[src/rtl/bunv_pkg.sv]
// ----------------------------------------------------------------------------
// bunv_pkg: shared types and constants of the bond unit vector block
// Holds the result field width and the control and status bundles that pass
// between the sequencer and the digit-serial component unit.
// ----------------------------------------------------------------------------
package bunv_pkg;

  // Width of one unit-vector component (Q2.14 field)
  localparam int UNIT_W = 16;
  // Result tdata width: three components
  localparam int OUT_W  = 3 * UNIT_W;

  // Sequencer to component unit
  typedef struct packed {
    logic start;
  } div_ctl_t;

  // Component unit to sequencer
  typedef struct packed {
    logic busy;
    logic done;
  } div_sts_t;

endpackage

[src/rtl/bunv_sqr.sv]
// ----------------------------------------------------------------------------
// bunv_sqr: registered squaring unit
// Squares one coordinate-difference magnitude per request, flagged in the next
// cycle; the sequencer feeds it the three components in turn.
// ----------------------------------------------------------------------------
module bunv_sqr #(
  parameter int COORD_BITS = 25
) (
  input  logic                      clk,
  input  logic                      rst,
  input  logic                      in_valid,
  input  logic [COORD_BITS-1:0]     mag,
  output logic                      out_valid,
  output logic [2*COORD_BITS-1:0]   sq
);

  localparam int SQW = 2 * COORD_BITS;

  // Flag a product in the cycle after its request
  always_ff @(posedge clk) begin
    if (rst) begin
      out_valid <= 1'b0;
    end else begin
      out_valid <= in_valid;
    end
  end

  // Multiply the magnitude by itself
  always_ff @(posedge clk) begin
    if (in_valid) begin
      sq <= SQW'(mag) * SQW'(mag);
    end
  end

endmodule

[src/rtl/bunv_div.sv]
// ----------------------------------------------------------------------------
// bunv_div: digit-serial unit-component search
// Finds the largest q with q^2 * len2 <= m^2 * 2^(2*FRAC_BITS), one bit per
// trial-and-decide pair of phases, most significant bit first. The remainder
// and the scaled cross term are kept incrementally, so each step needs only
// adds, a compare and fixed shifts.
// ----------------------------------------------------------------------------
module bunv_div #(
  parameter int COORD_BITS = 25,
  parameter int FRAC_BITS  = 14
) (
  input  logic                          clk,
  input  logic                          rst,
  input  bunv_pkg::div_ctl_t            ctl,
  input  logic [2*COORD_BITS+1:0]       len2,
  input  logic [2*COORD_BITS-1:0]       sq,
  output bunv_pkg::div_sts_t            sts,
  output logic [FRAC_BITS:0]            q
);

  localparam int SQW = 2 * COORD_BITS;
  localparam int LW  = 2 * COORD_BITS + 2;
  localparam int TW  = 2 * FRAC_BITS + LW + 3;
  localparam int QW  = FRAC_BITS + 1;
  localparam int CW  = $clog2(FRAC_BITS + 1);

  logic [TW-1:0] rem;      // m^2*2^2F - q^2*len2
  logic [TW-1:0] u;        // (q*len2) << (b+1)
  logic [TW-1:0] v;        // len2 << 2b
  logic [TW-1:0] t;        // increment for the trial bit
  logic [CW-1:0] bit_cnt;
  logic          phase;
  logic          busy;
  logic          done;
  logic          ge;

  assign ge = (rem >= t);

  // Step the control: load, then alternate trial and decide
  always_ff @(posedge clk) begin
    if (rst) begin
      busy    <= 1'b0;
      done    <= 1'b0;
      phase   <= 1'b0;
      bit_cnt <= '0;
    end else begin
      done <= !ctl.start && busy && phase && (bit_cnt == '0);
      if (ctl.start) begin
        busy    <= 1'b1;
        phase   <= 1'b0;
        bit_cnt <= CW'(FRAC_BITS);
      end else if (busy) begin
        phase <= ~phase;
        if (phase) begin
          if (bit_cnt == '0) begin
            busy <= 1'b0;
          end else begin
            bit_cnt <= bit_cnt - 1'b1;
          end
        end
      end
    end
  end

  // Update remainder, cross term and quotient
  always_ff @(posedge clk) begin
    if (ctl.start) begin
      rem <= {{(TW-SQW){1'b0}}, sq} << (2 * FRAC_BITS);
      v   <= {{(TW-LW){1'b0}}, len2} << (2 * FRAC_BITS);
      u   <= '0;
      q   <= '0;
    end else if (busy) begin
      if (!phase) begin
        t <= u + v;
      end else begin
        if (ge) begin
          rem <= rem - t;
          u   <= (u >> 1) + v;
        end else begin
          u   <= u >> 1;
        end
        v <= v >> 2;
        q <= {q[QW-2:0], ge};
      end
    end
  end

  assign sts.busy = busy;
  assign sts.done = done;

endmodule

[src/rtl/bond_unit_vector_top.sv]
// ----------------------------------------------------------------------------
// bond_unit_vector_top: unit vector between consecutive 3D coordinates
// Keeps the previous coordinate and returns the normalized difference vector
// in Q2.FRAC_BITS for each coordinate that follows another in the same chain.
// ----------------------------------------------------------------------------
// Each request on the slave side carries one coordinate; a request with
// tuser set (chain start), or the first after reset, only stores the
// coordinate, and s_tready stays high. Any other request yields one result,
// and s_tready is low until it is done: a single squaring multiplier, shared
// by the three components, builds the squared length, then one digit-serial
// search unit produces each component, most significant bit first, the three
// components in turn. A finished result sits in the output register until
// taken, and the next request is accepted meanwhile. When both coordinates
// coincide, tuser on the master side is set and all components are zero.
module bond_unit_vector_top #(
  parameter int COORD_BITS = 25,
  parameter int FRAC_BITS  = 14
) (
  input  logic                                   clk,
  input  logic                                   rst,
  input  logic                                   s_tvalid,
  output logic                                   s_tready,
  // coord_x, coord_y, coord_z (COORD_BITS each), zero pad
  input  logic [((3*COORD_BITS+7)/8)*8-1:0]      s_tdata,
  // chain_start
  input  logic                                   s_tuser,
  output logic                                   m_tvalid,
  input  logic                                   m_tready,
  // unit_x, unit_y, unit_z (16 bits each)
  output logic [bunv_pkg::OUT_W-1:0]             m_tdata,
  // zero_length
  output logic                                   m_tuser
);

  localparam int C   = COORD_BITS;
  localparam int SQW = 2 * COORD_BITS;
  localparam int LW  = 2 * COORD_BITS + 2;
  localparam int QW  = FRAC_BITS + 1;
  localparam int UW  = bunv_pkg::UNIT_W;
  localparam int EW  = (QW > UW) ? QW : UW;

  localparam logic [2:0] S_IDLE   = 3'd0;
  localparam logic [2:0] S_SQ     = 3'd1;
  localparam logic [2:0] S_CHK    = 3'd2;
  localparam logic [2:0] S_DSTART = 3'd3;
  localparam logic [2:0] S_DWAIT  = 3'd4;
  localparam logic [2:0] S_DONE   = 3'd5;

  logic [2:0]      state;
  logic [C-1:0]    prev [3];
  logic            have_prev;
  logic [C-1:0]    mag  [3];
  logic            neg  [3];
  logic [SQW-1:0]  sq_r [3];
  logic [QW-1:0]   res  [3];
  logic [LW-1:0]   len2;
  logic            zero_flag;
  logic [1:0]      iss_cnt;
  logic [1:0]      cap_cnt;
  logic [1:0]      comp;

  logic [C-1:0]    coord    [3];
  logic [C:0]      diff     [3];
  logic [C:0]      diff_abs [3];
  logic            accept;
  logic            mul_valid;
  logic            sq_valid;
  logic [SQW-1:0]  sq;
  logic [QW-1:0]   q;
  bunv_pkg::div_ctl_t div_ctl;
  bunv_pkg::div_sts_t div_sts;

  // Give a component the sign of its difference, kept to the field width
  function automatic logic [UW-1:0] signed_unit(input logic [QW-1:0] mq, input logic ng);
    logic [EW-1:0] ext;
    ext = EW'(mq);
    if (ng) begin
      ext = -ext;
    end
    return ext[UW-1:0];
  endfunction

  assign s_tready = (state == S_IDLE) && !rst;
  assign accept   = s_tvalid && s_tready;

  // Split the request and form the differences to the previous coordinate
  always_comb begin
    for (int i = 0; i < 3; i++) begin
      coord[i]    = s_tdata[i*C +: C];
      diff[i]     = {coord[i][C-1], coord[i]} - {prev[i][C-1], prev[i]};
      diff_abs[i] = diff[i][C] ? -diff[i] : diff[i];
    end
  end

  assign mul_valid   = (state == S_SQ) && (iss_cnt != 2'd3);
  assign div_ctl.start = (state == S_DSTART);

  bunv_sqr #(
    .COORD_BITS (COORD_BITS)
  ) u_sqr (
    .clk       (clk),
    .rst       (rst),
    .in_valid  (mul_valid),
    .mag       (mag[0]),
    .out_valid (sq_valid),
    .sq        (sq)
  );

  bunv_div #(
    .COORD_BITS (COORD_BITS),
    .FRAC_BITS  (FRAC_BITS)
  ) u_div (
    .clk  (clk),
    .rst  (rst),
    .ctl  (div_ctl),
    .len2 (len2),
    .sq   (sq_r[0]),
    .sts  (div_sts),
    .q    (q)
  );

  // Sequence one request through squares, length check and components
  always_ff @(posedge clk) begin
    if (rst) begin
      state     <= S_IDLE;
      have_prev <= 1'b0;
      m_tvalid  <= 1'b0;
      iss_cnt   <= '0;
      cap_cnt   <= '0;
      comp      <= '0;
      for (int i = 0; i < 3; i++) begin
        prev[i] <= '0;
      end
    end else begin
      if (m_tvalid && m_tready && (state != S_DONE)) begin
        m_tvalid <= 1'b0;
      end
      unique case (state)
        S_IDLE: begin
          if (accept) begin
            for (int i = 0; i < 3; i++) begin
              prev[i] <= coord[i];
            end
            have_prev <= 1'b1;
            if (!s_tuser && have_prev) begin
              iss_cnt <= '0;
              cap_cnt <= '0;
              state   <= S_SQ;
            end
          end
        end
        S_SQ: begin
          if (mul_valid) begin
            iss_cnt <= iss_cnt + 1'b1;
          end
          if (sq_valid) begin
            cap_cnt <= cap_cnt + 1'b1;
            if (cap_cnt == 2'd2) begin
              state <= S_CHK;
            end
          end
        end
        S_CHK: begin
          comp <= '0;
          if (len2 == '0) begin
            state <= S_DONE;
          end else begin
            state <= S_DSTART;
          end
        end
        S_DSTART: begin
          state <= S_DWAIT;
        end
        S_DWAIT: begin
          if (div_sts.done) begin
            comp <= comp + 1'b1;
            if (comp == 2'd2) begin
              state <= S_DONE;
            end else begin
              state <= S_DSTART;
            end
          end
        end
        S_DONE: begin
          if (!m_tvalid || m_tready) begin
            m_tvalid <= 1'b1;
            state    <= S_IDLE;
          end
        end
        default: begin
          state <= S_IDLE;
        end
      endcase
    end
  end

  // Hold the working data: magnitudes, squares, length and components
  always_ff @(posedge clk) begin
    if (accept) begin
      for (int i = 0; i < 3; i++) begin
        mag[i] <= diff_abs[i][C-1:0];
        neg[i] <= diff[i][C];
      end
      len2 <= '0;
    end
    // Rotate magnitudes past the multiplier
    if (mul_valid) begin
      mag[0] <= mag[1];
      mag[1] <= mag[2];
      mag[2] <= mag[0];
    end
    // Shift in squares and accumulate the squared length
    if (sq_valid && (state == S_SQ)) begin
      sq_r[2] <= sq;
      sq_r[1] <= sq_r[2];
      sq_r[0] <= sq_r[1];
      len2    <= len2 + LW'(sq);
    end
    if (state == S_CHK) begin
      zero_flag <= (len2 == '0);
      for (int i = 0; i < 3; i++) begin
        res[i] <= '0;
      end
    end
    // Collect each component and advance to the next square
    if ((state == S_DWAIT) && div_sts.done) begin
      res[2]  <= q;
      res[1]  <= res[2];
      res[0]  <= res[1];
      sq_r[0] <= sq_r[1];
      sq_r[1] <= sq_r[2];
      sq_r[2] <= sq_r[0];
    end
    // Load the output register
    if ((state == S_DONE) && (!m_tvalid || m_tready)) begin
      for (int i = 0; i < 3; i++) begin
        m_tdata[i*UW +: UW] <= signed_unit(res[i], neg[i]);
      end
      m_tuser <= zero_flag;
    end
  end

`ifndef SYNTHESIS
  // A zero-length result carries zero components
  a_zero_data: assert property (@(posedge clk) disable iff (rst)
    (m_tvalid && m_tuser) |-> (m_tdata == '0))
    else $error("zero-length result with nonzero components");

  // The component unit runs only while the sequencer waits on it
  a_div_busy: assert property (@(posedge clk) disable iff (rst)
    (div_sts.busy || div_sts.done) |-> (state == S_DWAIT))
    else $error("component unit active outside its wait state");

  // Squares arrive only while they are being collected
  a_sq_window: assert property (@(posedge clk) disable iff (rst)
    sq_valid |-> (state == S_SQ))
    else $error("square delivered outside the squaring phase");

  // A request that continues a chain starts the squaring phase
  a_start_sq: assert property (@(posedge clk) disable iff (rst)
    (accept && !s_tuser && have_prev) |=> (state == S_SQ))
    else $error("continuing request did not start squaring");
`endif

endmodule
[config.mk]
export PLATFORM = sky130hd
export DESIGN_NAME = bond_unit_vector_top
export DESIGN_NICKNAME = d
export VERILOG_FILES = /design/src/rtl/bunv_pkg.sv /design/src/rtl/bunv_sqr.sv /design/src/rtl/bunv_div.sv /design/src/rtl/bond_unit_vector_top.sv
export SDC_FILE = /design/constraint.sdc
export NUM_CORES = 2
export LEC_CHECK = 0
export ABC_CLOCK_PERIOD_IN_PS = 13800
export BUFFER_PORTS_ARGS = -buffer_cell sky130_fd_sc_hd__buf_2
export CORE_MARGIN = 2
export CORE_UTILIZATION = 67
export CTS_BUF_LIST = sky130_fd_sc_hd__clkbuf_4 sky130_fd_sc_hd__clkbuf_8 sky130_fd_sc_hd__clkbuf_16
export CTS_CLUSTER_DIAMETER = 60
export CTS_CLUSTER_SIZE = 8
export DETAILED_ROUTE_END_ITERATION = 7
export HOLD_SLACK_MARGIN = 0.1
export PLACE_DENSITY = 0.84
export SYNTH_ARGS = -nofsm -noshare
export SYNTH_HDL_FRONTEND = slang
export SYNTH_SLANG_ARGS = --single-unit
[constraint.sdc]
create_clock -name clk -period 13.8 [get_ports clk]
set_input_delay 1.38 -clock clk [delete_from_list [all_inputs] [get_ports clk]]
set_output_delay 1.38 -clock clk [all_outputs]
set_load 0.02 [all_outputs]
Word level (Yosys, flattened, before mapping) --
Memory sizes are Yosys's and may differ from the RTL's. Index checks and enable logic that the tools add are counted.
Cells by class: add/subtract/negate cells 17, multipliers 1, magnitude comparators 1, eq/ne operators 17, multiplexer cells 71, bitwise gates (word level) 15, reduce and logical (&&, ||, !) cells 39
Operators with widths (count):
- 78-bit 2-to-1 mux | 4
- 80-bit 2-to-1 mux | 3
- 25-bit 2-to-1 mux | 9
- 50-bit 2-to-1 mux | 3
- 52-bit 2-to-1 mux | 2
- 15-bit 2-to-1 mux | 6
- 82-bit by 80-bit adder with 83-bit output | 1
- 83-bit by 80-bit adder with 83-bit output | 1
- 83-bit >= comparator | 1
- 83-bit 2-to-1 mux | 1
- 83-bit subtractor | 1
- 25-bit by 25-bit subtractor with 26-bit output | 3
- 25-bit negation | 3
- 52-bit by 50-bit adder with 52-bit output | 1
- 52-bit logical NOT | 1
- 25-bit by 25-bit multiplier with 50-bit output | 1
- 15-bit negation with 16-bit output | 3
- 3-bit 2-to-1 mux | 8
- 1-bit 2-to-1 mux | 22
- 3-bit one-hot mux with 6 select lines | 1
- 4-bit 2-to-1 mux | 4
- 3-bit AND reduction | 5
- 1-bit logical AND | 12
- 2-bit by 1-bit != test with 1-bit output, second input constant | 6
- other kinds (21) | 59
Storage, ports and cells: register bits 515, RAM bits 348, word-level logic and storage cells 193, memories 5
Memory list:
- sq_r | words 3, bits a word 50, rd ports 3, clocked after memory_dff 0, wr ports 3, line bond_unit_vector_top.sv:54 | logic [SQW-1:0] sq_r [3];
- mag | words 3, bits a word 25, rd ports 3, clocked after memory_dff 0, wr ports 3, line bond_unit_vector_top.sv:52 | logic [C-1:0] mag [3];
- prev | words 3, bits a word 25, rd ports 3, clocked after memory_dff 0, wr ports 3, line bond_unit_vector_top.sv:50 | logic [C-1:0] prev [3];
- res | words 3, bits a word 15, rd ports 3, clocked after memory_dff 0, wr ports 3, line bond_unit_vector_top.sv:55 | logic [QW-1:0] res [3];
- neg | words 3, bits a word 1, rd ports 3, clocked after memory_dff 0, wr ports 3, line bond_unit_vector_top.sv:53 | logic neg [3];

Depth between registers and ports, before layout --
depth in word-level cells 8, gate-level depth with buffers 32, depth with buffers taken out 31

Modules after synthesis --
Synthesis repeated with hierarchy kept, for this count alone.
Unflattened totals: cells, all modules 8125, area, all modules 73717.0 µm²
By module, submodules not included:
- bunv_div | instances 1, cells an instance 3560, area each 28213.3 µm², sequential area each 8878.5 µm²
- bond_unit_vector_top | instances 1, cells an instance 2489, area each 26061.2 µm², sequential area each 13733.2 µm²
- bunv_sqr | instances 1, cells an instance 2076, area each 19442.4 µm², sequential area each 1491.4 µm²

Worst setup path before layout --
Ideal clock, no wire load.
path type register to register, from memory mag[0][15] (netlist bit), to register u_sqr.sq[48], data pin, library setup time 0.265 ns, data arrival time 7.420 ns, slack 6.115 ns, stages on the path, launching flop included 32, buffers on the path 1, path through edfxtp_1 > clkbuf_1 > nand2_1 > fa_1 > inv_1 > fa_1 > inv_1 > fa_1 > inv_1 > fa_1 > inv_1 > fa_1 > inv_1 > fa_1 > inv_1 > fa_1 > inv_1 > ha_1 > a21o_1 > a21o_1 > a21oi_1 > o21ai_0 > o2bb2ai_1 > o41ai_1 > o21a_1 > o211ai_1 > a21oi_1 > nand2b_1 > o21ai_0 > a31oi_1 > o21ai_0 > xor2_1
RTL lines:
- from (decl) | line bond_unit_vector_top.sv:52
- to (signal assigned) | line bunv_sqr.sv:31 | sq <= SQW'(mag) * SQW'(mag);
- to (decl) | line bunv_sqr.sv:14 | output logic [2*COORD_BITS-1:0] sq

==> flow_metrics.env <==
export IMPL_status="complete, no violations"
export IMPL_syn2layout_area_growth_pct=7.86
export IMPL_drive_gt1_share_pct=6.47
export IMPL_via_count=56700
export IMPL_max_freq_ghz=0.110
export IMPL_cap_violations=0
export IMPL_slew_violations=0
export IMPL_ant_nets=0
export IMPL_fin_crit_sh_pct=65.7
export IMPL_yosysSeqAreaShare_pct=33.7
export IMPL_synth_top_area_cell="edfxtp_1"
export IMPL_htree_levels=3
export IMPL_ys_types=102
export IMPL_fillCellCount=7520
export IMPL_cp_slowest_stage_delay_ns=0.85
export IMPL_critPathRequiredTime_ns=14.25
export IMPL_cts_sinks=862
export IMPL_multi_input_area_um2=42700
export IMPL_dr_pass1_iters=6
export IMPL_cp_slowest_cell="o41ai_1"
export IMPL_row_count=119
export IMPL_ff_latch_area_um2=24100
export IMPL_synth_edf_count=684
export IMPL_grt_max_degree=107
export IMPL_dieHeight_um=331
export IMPL_grt_usage_pct=34.2
export IMPL_syn_area_um2=71600
export IMPL_overflow=0
export IMPL_post_cts_setup_buffers=0
export IMPL_mostFrequentLayoutCells="nand2_1, inv_1, edfxtp_1"
export IMPL_layout_min_cycle_time_ns=9.07
export IMPL_worst_slew_pin_slew_ns=1.05
export IMPL_syn_num_nets=8872
export IMPL_finalSetupViolations=0
export IMPL_start_util_pct=67.8
export IMPL_synthCells=7750
export IMPL_clock_skew_ns=0.0676
export IMPL_wl_per_cell_um=20.2
export IMPL_core_area_um2=106000
export IMPL_critPathMaxFanout=24
export IMPL_cts_hold_buf=0
export IMPL_slew_headroom_pct=29.0
export IMPL_antenna_found_initial=4
export IMPL_cts_buffer_depth=3
export IMPL_clkTransAtPathRegs_ns=0.05
export IMPL_grt_pass1_wl_um=296000
export IMPL_wirelength_um=186000
export IMPL_synth_top_area_share_pct=28.7
export IMPL_crit_path_end_kind="flop"
export IMPL_numPortBuffers=130
export IMPL_root_buffer="clkbuf_16"
export IMPL_async_flop_share_pct=0
export IMPL_clk_insertion_delay_late_ns=0.74
export IMPL_dp_hpwl_um=142000
export IMPL_arrival_ns=9.52
export IMPL_yosysWarnings=0
export IMPL_route_detailed_drc=0
export IMPL_path_class="flop to flop"
export IMPL_ios=136
export IMPL_ys_flop_type="edfxtp_1"
export IMPL_dieArea_um2=109000
export IMPL_die_w_um=331
export IMPL_grt_pass1_vias=57000
export IMPL_hold_viol=0
export IMPL_setup_worst_path_start_class="flop"
export IMPL_cts_resized=0
export IMPL_synth_avg_cell_area_um2=9.24
export IMPL_vias_per_cell=6.14
export IMPL_final_common_cell="nand2_1"
export IMPL_synth_seq_cells=862
export IMPL_cts_buffers=121
export IMPL_hp_class="flop to flop"
export IMPL_ys_top_cells_by_area="edfxtp_1, fa_1, ha_1"
export IMPL_drt_initial_drc_count=4971
export IMPL_setup_tns_ns=0
export IMPL_cts_tree="built"
export IMPL_rsz0062_at_grt="no"
export IMPL_nNetsFinal=8866
export IMPL_gp_congestion=0.977
==> layer usage <==
metal | share of wire (%) | routed length [um] | track usage, % | up-vias
met5 | 0.011 | 20 | 0 | -
met4 | 5.4 | 10000 | 17.2 | 2
met3 | 7.5 | 13900 | 4.70 | 566
met2 | 48 | 89000 | 57.7 | 2382
met1 | 39 | 73400 | 43.4 | 27200
li1 | - | - | - | 26500
==> kinds of logic after synthesis <==
kind of cell             after synthesis  share of synthesized area, %
flip-flops                           862                          33.7
AND/OR/NAND/NOR                     2299                          14.7
AO/OA/AOI/OAI                       1757                          15.5
XOR/XNOR                             494                          6.05
multiplexers                          11                         0.164
adder cells (fa/ha/maj)             1037                          23.1
buffers and inverters               1290                          6.80
==> metrics by stage <==
step	instances	setup WS, ns	hold slack, ns	util (%)	cell area, um2
after global placement	9011	5.02	0.400	69.4	73300
after floorplan	7750	6.11	0.400	-	71600
after detailed placement	9012	4.88	0.405	69.5	73300
after CTS	9231	4.85	0.411	73.1	77200
after global routing	9233	4.41	0.416	73.1	77200
final	9234	4.73	0.406	73.1	77200
==> worst paths after layout <==
| kind | start | end | slack [ns] | cells after the start |
|---|---|---|---|---|
| min | sq_r[0][129] | sq_r[0][79] | 0.41 | 0 |
| min reg2reg | sq_r[0][129] | sq_r[0][79] | 0.41 | 0 |
| max reg2reg | mag[0][2] | u_sqr.sq[48] | 4.73 | 31 |
| max | mag[0][2] | u_sqr.sq[48] | 4.73 | 31 |
==> Yosys cell counts (19+ instances only) <==
| cell | count |
|---|---|
| nand2_1 | 996 |
| inv_1 | 961 |
| edfxtp_1 | 684 |
| a21oi_1 | 603 |
| ha_1 | 565 |
| fa_1 | 472 |
| nor2_1 | 466 |
| xnor2_1 | 303 |
| clkbuf_1 | 299 |
| o21ai_0 | 276 |
| a21o_1 | 235 |
| xor2_1 | 190 |
| dfxtp_1 | 178 |
| and3_1 | 153 |
| nand3_1 | 147 |
| and2_1 | 143 |
| o21ai_1 | 104 |
| nand4_1 | 88 |
| o21bai_1 | 81 |
| nand2b_1 | 67 |
| nor2b_1 | 60 |
| nor3_1 | 57 |
| a31oi_1 | 49 |
| o21a_1 | 47 |
| a211oi_1 | 42 |
| a311oi_1 | 41 |
| o31ai_1 | 37 |
| nor4_1 | 33 |
| or3_1 | 26 |
| buf_2 | 20 |
| a21boi_0 | 19 |
| o211ai_1 | 19 |
==> registers in the layout, summed over array words and instances (netlist names), 2 cells and up <==
signal,flops
sq_r,150
iss_cnt,2
u_div.v,80
neg,3
u_div.q,15
comp,2
u_div.rem,83
state,3
u_div.t,83
u_div.bit_cnt,4
res,45
mag,75
len2,52
u_sqr.sq,49
cap_cnt,2
m_tdata,48
u_div.u,83
prev,75
==> final cells by class <==
| type | instances | share of cell area [%] |
|---|---|---|
| flip-flops and latches | 862 | 31.2 |
| well taps | 1391 | 2.25 |
| clock inverters | 14 | 0.277 |
| repair buffers | 196 | 1.48 |
| clock buffers | 205 | 4.75 |
| multi-input cells | 5598 | 55.3 |
| inverters | 965 | 4.69 |
| diodes | 3 | 0.00972 |
==> worst max-delay path, delay by kind of cell (launching register included) <==
kind	cells	cell delay [ns]
flops	1	0.33
compound gates	12	3.21
buf+inv	8	0.71
fa+ha+maj	8	3.95
simple gates	2	0.39
xor+xnor	1	0.15
Power is not shown: default switching activity piles up to over one toggle a cycle in this logic, so the estimate is an artifact.
